===== config.mk =====
export PLATFORM = sky130hd
export DESIGN_NAME = stream_keyword_masker_core
export DESIGN_NICKNAME = d
export VERILOG_FILES = /design/src/hdl/skm_pkg.sv /design/src/hdl/stream_keyword_masker_core.sv /design/src/hdl/skm_front.sv /design/src/hdl/skm_back.sv
export SDC_FILE = /design/constraint.sdc
export NUM_CORES = 1
export LEC_CHECK = 0
export ABC_CLOCK_PERIOD_IN_PS = 10100
export BUFFER_PORTS_ARGS = -buffer_cell sky130_fd_sc_hd__buf_2
export CORE_MARGIN = 5
export CORE_UTILIZATION = 50
export CTS_BUF_LIST = sky130_fd_sc_hd__clkbuf_8
export DETAILED_ROUTE_END_ITERATION = 8
export PLACE_DENSITY = 0.72
export SETUP_SLACK_MARGIN = 0.02
export SYNTH_ARGS = -nofsm -noshare
export SYNTH_HDL_FRONTEND = slang
export SYNTH_SLANG_ARGS = --single-unit

===== constraint.sdc =====
create_clock -name clk_i -period 10.1 [get_ports clk_i]
set_input_delay 1.515 -clock clk_i [delete_from_list [all_inputs] [get_ports clk_i]]
set_output_delay 1.515 -clock clk_i [all_outputs]
set_load 0.1 [all_outputs]

===== src/hdl/skm_pkg.sv =====
// ----------------------------------------------------------------------------
// skm_pkg
// Shared types and constants for the stream keyword masker.
// ----------------------------------------------------------------------------
package skm_pkg;

  localparam int unsigned MAX_KEY_LEN = 8;
  localparam int unsigned KEY_W       = 8 * MAX_KEY_LEN;
  localparam int unsigned LEN_W       = 4;
  localparam int unsigned CNT_W       = $clog2(MAX_KEY_LEN + 1);
  localparam int unsigned IDX_W       = $clog2(MAX_KEY_LEN);

  localparam logic [7:0] STAR_CHAR = 8'h2A;

  // register byte addresses
  localparam logic [3:0] ADDR_KEY_BYTES  = 4'h0;
  localparam logic [3:0] ADDR_KEY_LENGTH = 4'h8;

  typedef struct packed {
    logic       end_of_input;
    logic [7:0] data_byte;
  } item_t;

  // clamp the programmed length into 1..MAX_KEY_LEN
  function automatic logic [LEN_W-1:0] eff_len(input logic [LEN_W-1:0] raw);
    logic [LEN_W-1:0] res;
    res = raw;
    if (raw == '0) begin
      res = LEN_W'(1);
    end else if (raw > LEN_W'(MAX_KEY_LEN)) begin
      res = LEN_W'(MAX_KEY_LEN);
    end
    return res;
  endfunction

endpackage


===== src/hdl/stream_keyword_masker_core.sv =====
// ----------------------------------------------------------------------------
// stream_keyword_masker_core
// Copies a byte stream, masking every occurrence of a programmed key with '*'.
// Path: an accepted item passes the input queue, the scan window, the pending result and the output register.
// Throughput: one result per cycle while the sink does not stall; per item
// the scanner adds a load step and a closing step, and a flush state when
// end of text stops at a partial match; items are not overlapped in the scanner.
// Reset: asynchronous, clears held bytes and queues; key 0, key length 1.
// ----------------------------------------------------------------------------
module stream_keyword_masker_core (
  input  logic                      clk_i,
  input  logic                      rst_ni,
  // input stream
  input  logic                      s_axis_tvalid,
  output logic                      s_axis_tready,
  input  logic [7:0]                s_axis_tdata,   // [7:0] data_byte
  input  logic                      s_axis_tlast,   // end_of_input
  // output stream
  output logic                      m_axis_tvalid,
  input  logic                      m_axis_tready,
  output logic [7:0]                m_axis_tdata,   // [7:0] out_byte
  output logic                      m_axis_tlast,   // last_of_run
  output logic                      m_axis_tuser,   // end_of_text
  // register port
  input  logic                      psel,
  input  logic                      penable,
  input  logic                      pwrite,
  input  logic [3:0]                paddr,
  input  logic [63:0]               pwdata,
  output logic [63:0]               prdata,
  output logic                      pready
);

  logic [skm_pkg::KEY_W-1:0] key_bytes_q;
  logic [skm_pkg::LEN_W-1:0] key_length_q;
  logic                      wr_en;
  skm_pkg::item_t            in_item, q_item;
  logic                      q_valid, q_ready;

  assign pready = 1'b1;
  assign wr_en  = psel && penable && pwrite && pready;

  always_ff @(posedge clk_i or negedge rst_ni) begin
    if (!rst_ni) begin
      key_bytes_q  <= '0;
      key_length_q <= skm_pkg::LEN_W'(1);
    end else if (wr_en) begin
      unique case (paddr)
        skm_pkg::ADDR_KEY_BYTES:  key_bytes_q  <= pwdata;
        skm_pkg::ADDR_KEY_LENGTH: key_length_q <= pwdata[skm_pkg::LEN_W-1:0];
        default: ;
      endcase
    end
  end

  always_comb begin
    unique case (paddr)
      skm_pkg::ADDR_KEY_BYTES:  prdata = key_bytes_q;
      skm_pkg::ADDR_KEY_LENGTH: prdata = {{(64 - skm_pkg::LEN_W){1'b0}}, key_length_q};
      default:                  prdata = '0;
    endcase
  end

  assign in_item.data_byte    = s_axis_tdata;
  assign in_item.end_of_input = s_axis_tlast;

  skm_front u_front (
    .clk_i      (clk_i),
    .rst_ni     (rst_ni),
    .in_valid_i (s_axis_tvalid),
    .in_ready_o (s_axis_tready),
    .in_item_i  (in_item),
    .q_valid_o  (q_valid),
    .q_ready_i  (q_ready),
    .q_item_o   (q_item)
  );

  skm_back u_back (
    .clk_i       (clk_i),
    .rst_ni      (rst_ni),
    .key_bytes_i (key_bytes_q),
    .key_len_i   (skm_pkg::eff_len(key_length_q)),
    .q_valid_i   (q_valid),
    .q_ready_o   (q_ready),
    .q_item_i    (q_item),
    .out_valid_o (m_axis_tvalid),
    .out_ready_i (m_axis_tready),
    .out_byte_o  (m_axis_tdata),
    .out_last_o  (m_axis_tlast),
    .out_eot_o   (m_axis_tuser)
  );

endmodule


===== src/hdl/skm_front.sv =====
// ----------------------------------------------------------------------------
// skm_front
// Input side: takes stream items and queues them for the scanner.
// ----------------------------------------------------------------------------
module skm_front (
  input  logic          clk_i,
  input  logic          rst_ni,
  input  logic          in_valid_i,
  output logic          in_ready_o,
  input  skm_pkg::item_t in_item_i,
  output logic          q_valid_o,
  input  logic          q_ready_i,
  output skm_pkg::item_t q_item_o
);

  skm_pkg::item_t mem_q [2];
  logic           wr_ptr_q, wr_ptr_d;
  logic           rd_ptr_q, rd_ptr_d;
  logic [1:0]     fill_q, fill_d;
  logic           push, pop;

  assign in_ready_o = (fill_q != 2'd2);
  assign q_valid_o  = (fill_q != 2'd0);
  assign q_item_o   = mem_q[rd_ptr_q];

  assign push = in_valid_i && in_ready_o;
  assign pop  = q_valid_o && q_ready_i;

  always_comb begin
    wr_ptr_d = push ? ~wr_ptr_q : wr_ptr_q;
    rd_ptr_d = pop ? ~rd_ptr_q : rd_ptr_q;
    fill_d   = fill_q;
    if (push && !pop) begin
      fill_d = fill_q + 2'd1;
    end else if (pop && !push) begin
      fill_d = fill_q - 2'd1;
    end
  end

  always_ff @(posedge clk_i or negedge rst_ni) begin
    if (!rst_ni) begin
      wr_ptr_q <= 1'b0;
      rd_ptr_q <= 1'b0;
      fill_q   <= 2'd0;
    end else begin
      wr_ptr_q <= wr_ptr_d;
      rd_ptr_q <= rd_ptr_d;
      fill_q   <= fill_d;
    end
  end

  always_ff @(posedge clk_i) begin
    if (push) begin
      mem_q[wr_ptr_q] <= in_item_i;
    end
  end

endmodule


===== src/hdl/skm_back.sv =====
// ----------------------------------------------------------------------------
// skm_back
// Scanner: window of held bytes plus the new byte, one result per cycle when
// not stalled, with a pending stage so the last result of an item can be tagged.
// ----------------------------------------------------------------------------
module skm_back (
  input  logic                          clk_i,
  input  logic                          rst_ni,
  input  logic [skm_pkg::KEY_W-1:0]     key_bytes_i,
  input  logic [skm_pkg::LEN_W-1:0]     key_len_i,
  input  logic                          q_valid_i,
  output logic                          q_ready_o,
  input  skm_pkg::item_t                q_item_i,
  output logic                          out_valid_o,
  input  logic                          out_ready_i,
  output logic [7:0]                    out_byte_o,
  output logic                          out_last_o,
  output logic                          out_eot_o
);

  localparam logic [1:0] ST_LOAD  = 2'd0;
  localparam logic [1:0] ST_SCAN  = 2'd1;
  localparam logic [1:0] ST_FLUSH = 2'd2;

  localparam int unsigned N = skm_pkg::MAX_KEY_LEN;

  logic [1:0]                  state_q, state_d;
  logic [7:0]                  win_q [N];
  logic [skm_pkg::CNT_W-1:0]   cnt_q;
  logic [skm_pkg::LEN_W-1:0]   star_q, star_d;
  logic                        eoi_q;
  logic                        pend_v_q;
  logic [7:0]                  pend_byte_q;
  logic                        out_v_q;
  logic [7:0]                  out_byte_q;
  logic                        out_last_q, out_eot_q;

  logic [N-1:0]                eq, len_mask, cnt_mask;
  logic                        full_hit, pre_hit, ge_len, go;
  logic                        pop, emit, shift, fin, load_out;
  logic [7:0]                  emit_byte;

  always_comb begin
    for (int i = 0; i < N; i++) begin
      eq[i]       = (win_q[i] == key_bytes_i[8*i +: 8]);
      len_mask[i] = (skm_pkg::LEN_W'(i) < key_len_i);
      cnt_mask[i] = (skm_pkg::CNT_W'(i) < cnt_q);
    end
  end

  assign full_hit = &(eq | ~len_mask);
  assign pre_hit  = &(eq | ~cnt_mask);
  assign ge_len   = ({1'b0, cnt_q} >= {1'b0, key_len_i});
  // a step may move the pending result out
  assign go       = !pend_v_q || !out_v_q || out_ready_i;

  always_comb begin
    state_d   = state_q;
    star_d    = star_q;
    pop       = 1'b0;
    emit      = 1'b0;
    shift     = 1'b0;
    fin       = 1'b0;
    emit_byte = win_q[0];
    unique case (state_q)
      ST_LOAD: begin
        if (q_valid_i) begin
          pop     = 1'b1;
          state_d = ST_SCAN;
        end
      end
      ST_SCAN: begin
        if (go) begin
          if (star_q != '0) begin
            emit      = 1'b1;
            shift     = 1'b1;
            emit_byte = skm_pkg::STAR_CHAR;
            star_d    = star_q - 1'b1;
          end else if (cnt_q == '0) begin
            fin = 1'b1;
          end else if (ge_len && full_hit) begin
            emit      = 1'b1;
            shift     = 1'b1;
            emit_byte = skm_pkg::STAR_CHAR;
            star_d    = key_len_i - 1'b1;
          end else if (!ge_len && pre_hit) begin
            // partial match: hold the rest, or flush it at end of text
            if (eoi_q) begin
              state_d = ST_FLUSH;
            end else begin
              fin = 1'b1;
            end
          end else begin
            emit  = 1'b1;
            shift = 1'b1;
          end
        end
      end
      ST_FLUSH: begin
        if (go) begin
          if (cnt_q == '0) begin
            fin = 1'b1;
          end else begin
            emit  = 1'b1;
            shift = 1'b1;
          end
        end
      end
      default: begin
        state_d = ST_LOAD;
      end
    endcase
    if (fin) begin
      state_d = ST_LOAD;
    end
  end

  assign load_out = (emit || fin) && pend_v_q;

  always_ff @(posedge clk_i or negedge rst_ni) begin
    if (!rst_ni) begin
      state_q  <= ST_LOAD;
      cnt_q    <= '0;
      star_q   <= '0;
      pend_v_q <= 1'b0;
      out_v_q  <= 1'b0;
    end else begin
      state_q <= state_d;
      star_q  <= star_d;
      if (pop) begin
        cnt_q <= cnt_q + 1'b1;
      end else if (shift) begin
        cnt_q <= cnt_q - 1'b1;
      end
      if (emit) begin
        pend_v_q <= 1'b1;
      end else if (fin) begin
        pend_v_q <= 1'b0;
      end
      if (load_out) begin
        out_v_q <= 1'b1;
      end else if (out_ready_i) begin
        out_v_q <= 1'b0;
      end
    end
  end

  always_ff @(posedge clk_i) begin
    if (pop) begin
      win_q[cnt_q[skm_pkg::IDX_W-1:0]] <= q_item_i.data_byte;
      eoi_q <= q_item_i.end_of_input;
    end else if (shift) begin
      for (int i = 0; i < N - 1; i++) begin
        win_q[i] <= win_q[i+1];
      end
    end
    if (emit) begin
      pend_byte_q <= emit_byte;
    end
    if (load_out) begin
      out_byte_q <= pend_byte_q;
      out_last_q <= fin;
      out_eot_q  <= fin && eoi_q;
    end
  end

  assign q_ready_o   = (state_q == ST_LOAD);
  assign out_valid_o = out_v_q;
  assign out_byte_o  = out_byte_q;
  assign out_last_o  = out_last_q;
  assign out_eot_o   = out_eot_q;

endmodule


==> run summary, run 1 <==
Worst EP required = 8.59 ns
Worst slack, placed = 5.438 ns
CP max stage delay = 0.84 ns
Chip height = 146.7 µm
# hold bufs at CTS = 0
Relative slew slack = 13.24%
Seq/Total Area, Yosys = 54.98%
Routability cong. = 0.8193
Xor/xnor cell area share of the yosys netlist = 6.656%
Routed Antenna Nets = 0
Post-Synthesis Cells = 674
Yosys reg bits = 185
Layout cells sized above 1 = 39.91%
Pwr dens = 300.1 mW/mm²
# diodes = 0
Critical Path Most Common Cell = buf_2
Clock transition at path regs = 0.09 ns
Vias in the first global route = 5827
Largest net degree at the start of global routing = 66
Slew @ Worst Pin = 1.288 ns
Post-CTS Setup Repair Bufs = 0
Count of cell types in the netlist = 61
Total wire length = 20370 µm
Slew Limit Fails = 0
Clock Path Buffers = 2
CP Max Fanout = 5
Leak = 4.850 nW
Worst hold path type = reg2reg
Area leader, netlist = edfxtp_1
DR pass1 iterations = 4
IO Pins = 161
DRT iter0 DRCs = 247
Post-Synthesis Cell Area = 0.009343 mm²
CTS tree = built
Worst setup SP type = input port
WS Path Type = in2out
NumNets Final = 934
First-pass GRT wire length = 31680 µm
Area share of and/or/nand/nor cells after synthesis = 9.750%
DIE AREA = 0.02152 mm²
Outcome = finished clean
# H-tree levels = 4
Post-synth top cells = edfxtp_1 (101), dfrtp_1 (83), mux2_2 (80)
Worst r2r path cells = 11
Crit path depth = 4
# port buffers = 159
Yosys warning total = 0
Buf/Inv on CP = 2
Fmax = 0.2153 GHz
VDD IR-drop max = 192.3 µV
HPWL after DPL = 14750 µm
Setup TNS Final = 0 ns
Core Rows = 50
Top-area cell type share of the netlist area = 32.46%
Crit-path cells = buf_2 > nor4b_1 > a22o_1 > buf_2
Critical path capture point type = primary output
Synth area leaders = edfxtp_1 (32%), dfrtp_1 (22%), mux2_2 (9.6%)
Top delay family on crit path = simple AND/OR/NAND/NOR gates
Primary FF master, synth = edfxtp_1
Max Clock Skew = 0.01875 ns
Setup WS post-layout = 5.455 ns
Worst EP arrival = 3.13 ns
Worst-Skew Late Latency = 0.48 ns
Final Hold Vio Count = 0
Min Clock Period, post-route = 4.645 ns
Core area = 0.01858 mm²
Clk root buf = clkbuf_8
Max cap viols = 0
Setup violations, final = 0
Final worst path period share = 45.99%
Die Wd = 146.7 µm
Largest family of logic cells by synthesized area = multiplexers
Inserted Clock Buffers = 17
RSZ-0062 raised after global routing = no
Mapped Nets = 774
Avg Cell Area, Syn = 13.86 µm²
Layout area overhead = 14.54%
Number of flops mapped to enable cells by yosys = 101
Detailed-route via count = 5748
Post-synthesis mux area share = 18.15%
Count leader, synth = edfxtp_1
Hold-critical path depth = 0
Vias per cell = 5.317
Initial antenna violation count = 0
Asr flop ratio synth = 45.41%
Post-Synth Adder-Cell Area = 2.143%
Post-Route Utilization = 57.60%
Grt total ovfl = 0
Synth Area in Compound Gates = 5.397%
GRT Util Overall = 18.88%
Initial Util = 50.28%
Sink Count = 185
Total chip power = 0.003212 W
Avg WL per Cell = 18.85 µm
CTS resizes = 0
Slowest CP cell = nor4b_1
Drt drc = 0
cells by family after synthesis:
group                      count (synthesis)
DFF                                      185
adders and majority gates                 16
and+or+nand+nor                          159
AOI/OAI and AO/OA                         62
muxes                                    134
other                                      1
buffers and inverters                     46
xor gates and xnor gates                  71
per-stage QoR:
stage	hold slack, ns	cell area [µm²]	cells
CTS	0.4367	10700	1081
global route	0.4377	10700	1081
floorplan	0.4003	9343	674
detailed placement	0.4137	10300	1049
global placement	0.4051	10300	1049
finish	0.4373	10700	1081
state kept, by name, indices dropped and copies added (netlist names), 2 cells and up:
signal	cells
u_front.fill_q	2
key_length_q	4
u_back.star_q	4
u_back.state_q	2
u_back.pend_byte_q	8
u_back.out_byte_o	8
key_bytes_q	64
u_front.mem_q	18
u_back.cnt_q	4
u_back.win_q	64
worst register-to-register path: stages (launching register included):
cell,delay (ns)
dfrtp_1,0.45
nor2_1,0.12
nor2_1,0.04
nor2_1,0.32
ha_1,0.31
nand2b_1,0.17
a2111oi_4,0.41
o21ai_1,0.20
a2111oi_4,0.40
a41oi_4,0.27
nand2_8,0.52
o21ai_0,0.65
cell usage in the layout (no fill, tap or decap), types with 11 or more instances in the layout:
| master | synthesis | final |
|---|---|---|
| buf_2 | 1 | 158 |
| edfxtp_1 | 101 | 101 |
| dfrtp_1 | 83 | 83 |
| mux2_2 | 80 | 80 |
| and2_1 | 68 | 68 |
| xor2_1 | 51 | 51 |
| mux2_4 | 50 | 50 |
| nand2_1 | 22 | 22 |
| inv_1 | 21 | 22 |
| xnor2_1 | 20 | 20 |
| nor2_1 | 19 | 19 |
| clkbuf_8 | 0 | 17 |
| ha_1 | 16 | 16 |
| nor4_1 | 15 | 14 |
| a21oi_1 | 11 | 11 |
per-layer routing:
metal | part of all wire, % | track usage, % | vias up
met4 | 0.94 | 4.610 | 0
li1 | - | - | 2754
met1 | 44 | 24.97 | 2846
met2 | 50 | 31.44 | 133
met5 | 0 | 0 | -
met3 | 5.0 | 4.781 | 15
final timing paths:
kind	slack, ns	startpoint	endpoint
worst min-delay path	0.44	u_back.pend_byte_q[5]$_DFFE_PP_	u_back.out_byte_o[5]$_DFFE_PP_
worst max-delay path	5.46	paddr[1]	prdata[1]
worst max register to register	5.81	key_length_q[2]$_DFFE_PN0P_	u_back.win_q[5][0]$_DFFE_PP_
min in group asynchronous	0.92	rst_ni	key_bytes_q[20]$_DFFE_PN0P_
max in group asynchronous	8.06	rst_ni	key_bytes_q[26]$_DFFE_PN0P_
worst min register to register	0.44	u_back.pend_byte_q[5]$_DFFE_PP_	u_back.out_byte_o[5]$_DFFE_PP_
power by group:
| group | switching [W] | leakage [nW] | internal (W) |
|---|---|---|---|
| registers | 0.000206 | 2.04 | 0.00118 |
| clock network | 0.000285 | 0.202 | 0.000226 |
| logic | 0.000749 | 2.61 | 0.000562 |
cell type report:
class                           instances  area (µm²)
Sequential cell                       185        5136
Fill cell                            1529        7879
Clock buffer                           17       234.0
Inverter                               21       78.83
Timing Repair Buffer                  166       850.8
Tap cell                              234       292.8
Multi-Input combinational cell        443        3944
Clock inverter                         15       165.2
(Power assumes the default switching activity.)
==> inputs of run 2 (changes only) <==
--- a/config.mk
+++ b/config.mk
@@ -5,7 +5,7 @@
 export SDC_FILE = /design/constraint.sdc
 export NUM_CORES = 1
 export LEC_CHECK = 0
-export ABC_CLOCK_PERIOD_IN_PS = 10100
+export ABC_CLOCK_PERIOD_IN_PS = 4800
 export BUFFER_PORTS_ARGS = -buffer_cell sky130_fd_sc_hd__buf_2
 export CORE_MARGIN = 5
 export CORE_UTILIZATION = 50
==> constraint.sdc (replaced) <==
create_clock -name clk_i -period 4.8 [get_ports clk_i]
set_input_delay 0.72 -clock clk_i [delete_from_list [all_inputs] [get_ports clk_i]]
set_output_delay 0.72 -clock clk_i [all_outputs]
set_load 0.1 [all_outputs]
==> run 2 against run 1 <==
  * Sequential cell count stayed put
  * Hold slack got worse by 0.24 ns
  * Die area stayed put
  * Global-route usage is 0.064 points higher
  * Critical path type is now reg2reg
  * Largest power group unchanged
==> run summary, run 2 (synthesis results as in run 1) <==
Total chip power = 0.006708 W (was 0.003212 W)
RSZ-0062 raised after global routing = no (unchanged)
Worst EP required = 5.03 ns (was 8.59 ns)
# diodes = 0 (unchanged)
Initial antenna violation count = 0 (unchanged)
Chip height = 146.7 µm (unchanged)
Final Hold Vio Count = 0 (unchanged)
Drt drc = 0 (unchanged)
Setup crit start = key_length_q[2]$_DFFE_PN0P_ (was paddr[1])
DRT iter0 DRCs = 317 (was 247)
Vias per cell = 5.338 (was 5.317)
Commonest cells after routing, fill and taps aside = buf_2 (159), edfxtp_1 (101), dfrtp_1 (83) (was buf_2 (158), edfxtp_1 (101), dfrtp_1 (83))
Routability cong. = 0.8650 (was 0.8193)
Inserted Clock Buffers = 17 (unchanged)
Largest net degree at the start of global routing = 66 (unchanged)
Crit path depth = 12 (was 4)
Fin cells = 1082 (was 1081)
Placed Instances = 1049 (unchanged)
Fmax = 0.2513 GHz
Layout cells sized above 1 = 40.33% (was 39.91%)
Slew @ Worst Pin = 1.233 ns (was 1.288 ns)
Pwr dens = 627.2 mW/mm² (was 300.1 mW/mm²)
Worst slack, placed = 0.8505 ns (was 5.438 ns)
Min Clock Period, post-route = 3.980 ns
Relative slew slack = 17.09% (was 13.24%)
Total wire length = 20200 µm (was 20370 µm)
Initial Util = 50.28% (unchanged)
Buf/Inv on CP = 1 (was 2)
GRT Util Overall = 18.95% (was 18.88%)
Core Rows = 50 (unchanged)
Layout area overhead = 14.48% (was 14.54%)
Worst setup SP type = flop (was input port)
Max Clock Skew = 0.01136 ns (was 0.01875 ns)
Routed Antenna Nets = 0 (unchanged)
# port buffers = 159 (unchanged)
# hold bufs at CTS = 0 (unchanged)
Leak = 4.847 nW (was 4.850 nW)
Clock Path Buffers = 2 (unchanged)
Top delay family on crit path = compound AO/OA/AOI/OAI gates (was simple AND/OR/NAND/NOR gates)
Setup violations, final = 0 (unchanged)
First-pass GRT wire length = 31870 µm (was 31680 µm)
Avg WL per Cell = 18.67 µm (was 18.85 µm)
Critical path capture point type = flop (was primary output)
DR pass1 iterations = 6 (was 4)
Reg2reg start = key_length_q[2]$_DFFE_PN0P_ (unchanged)
CP max stage delay = 0.44 ns (was 0.84 ns)
Outcome = finished clean (unchanged)
Worst hold path type = in2async (was reg2reg)
Slew Limit Fails = 0 (unchanged)
Setup TNS Final = 0 ns (unchanged)
Slowest CP cell = dfrtp_1 (was nor4b_1)
DIE AREA = 0.02152 mm² (unchanged)
HPWL after DPL = 14820 µm (was 14750 µm)
Crit-path cells = nor2_1 > nor2_1 > nor2_1 > ha_1 > nand2b_1 > a2111oi_4 > o21ai_1 > a2111oi_4 > a41oi_4 > nand2_8 > buf_4 > mux2_4 (was buf_2 > nor4b_1 > a22o_1 > buf_2)
VDD IR-drop max = 321.9 µV (was 192.3 µV)
Vias in the first global route = 5872 (was 5827)
Core area = 0.01858 mm² (unchanged)
# H-tree levels = 4 (unchanged)
Clk root buf = clkbuf_8 (unchanged)
Worst EP arrival = 4.21 ns (was 3.13 ns)
Sink Count = 185 (unchanged)
WS Path Type = reg2reg (was in2out)
Worst r2r path cells = 12 (was 11)
Detailed-route via count = 5776 (was 5748)
Die Wd = 146.7 µm (unchanged)
Post-CTS Setup Repair Bufs = 0 (unchanged)
CTS resizes = 0 (unchanged)
Hold Slack = 0.2017 ns (was 0.4373 ns)
Setup WS post-layout = 0.8204 ns (was 5.455 ns)
Worst-Skew Late Latency = 0.47 ns (was 0.48 ns)
Commonest non-fill, non-tap cell in the layout = buf_2 (unchanged)
Clock transition at path regs = 0.10 ns (was 0.09 ns)
CP Max Fanout = 48 (was 5)
Grt total ovfl = 0 (unchanged)
R2r setup slk = 0.82 ns (was 5.81 ns)
Critical Path Most Common Cell = nor2_1 (was buf_2)
Regs by FF count = key_bytes_q x64, u_back.win_q x64, u_front.mem_q x18 (unchanged)
Final worst path period share = 82.91%
CTS tree = built (unchanged)
IO Pins = 161 (unchanged)
NumNets Final = 935 (was 934)
Max cap viols = 0 (unchanged)
==> run 2: layer usage <==
layer | up-vias | track usage (%) | share of wire (%)
li1 | 2756 | - | -
met1 | 2866 | 25.65 | 45
met2 | 145 | 31.27 | 49
met3 | 9 | 4.349 | 4.8
met4 | 0 | 4.516 | 0.95
met5 | - | 0 | 0
==> run 2: final cells by class <==
class	count	area [µm²]
clock buffer	17	234.0
sequential	185	5136
multi-input combinational	443	3944
tap	234	292.8
inverter	21	78.83
timing repair buffer	167	855.8
fill	1548	7885
clock inverter	15	153.9
==> run 2: worst paths after layout <==
path                                                   to
setup / recovery             u_back.win_q[3][2]$_DFFE_PP_
hold / removal                u_back.pend_v_q$_DFFE_PN0P_
setup reg to reg             u_back.win_q[3][2]$_DFFE_PP_
hold reg to reg            u_back.out_byte_o[1]$_DFFE_PP_
max in group asynchronous     key_bytes_q[44]$_DFFE_PN0P_
min in group clk_i          u_front.mem_q[0][4]$_DFFE_PP_
==> run 2: power breakdown <==
| group | total [W] | switching, W | internal, W |
|---|---|---|---|
| Combinational | 0.00275 | 0.00157 | 0.00118 |
| Sequential | 0.00294 | 0.000445 | 0.00249 |
| Clock | 0.00102 | 0.000631 | 0.000388 |
==> run 2: metrics by stage <==
| step | cell area [µm²] | utilization (%) |
|---|---|---|
| finish | 10700 | 57.56 |
| global route | 10700 | 57.56 |
| CTS | 10690 | 57.54 |
| detailed placement | 10300 | 55.45 |
| global placement | 10300 | 55.45 |
| floorplan | 9343 | - |
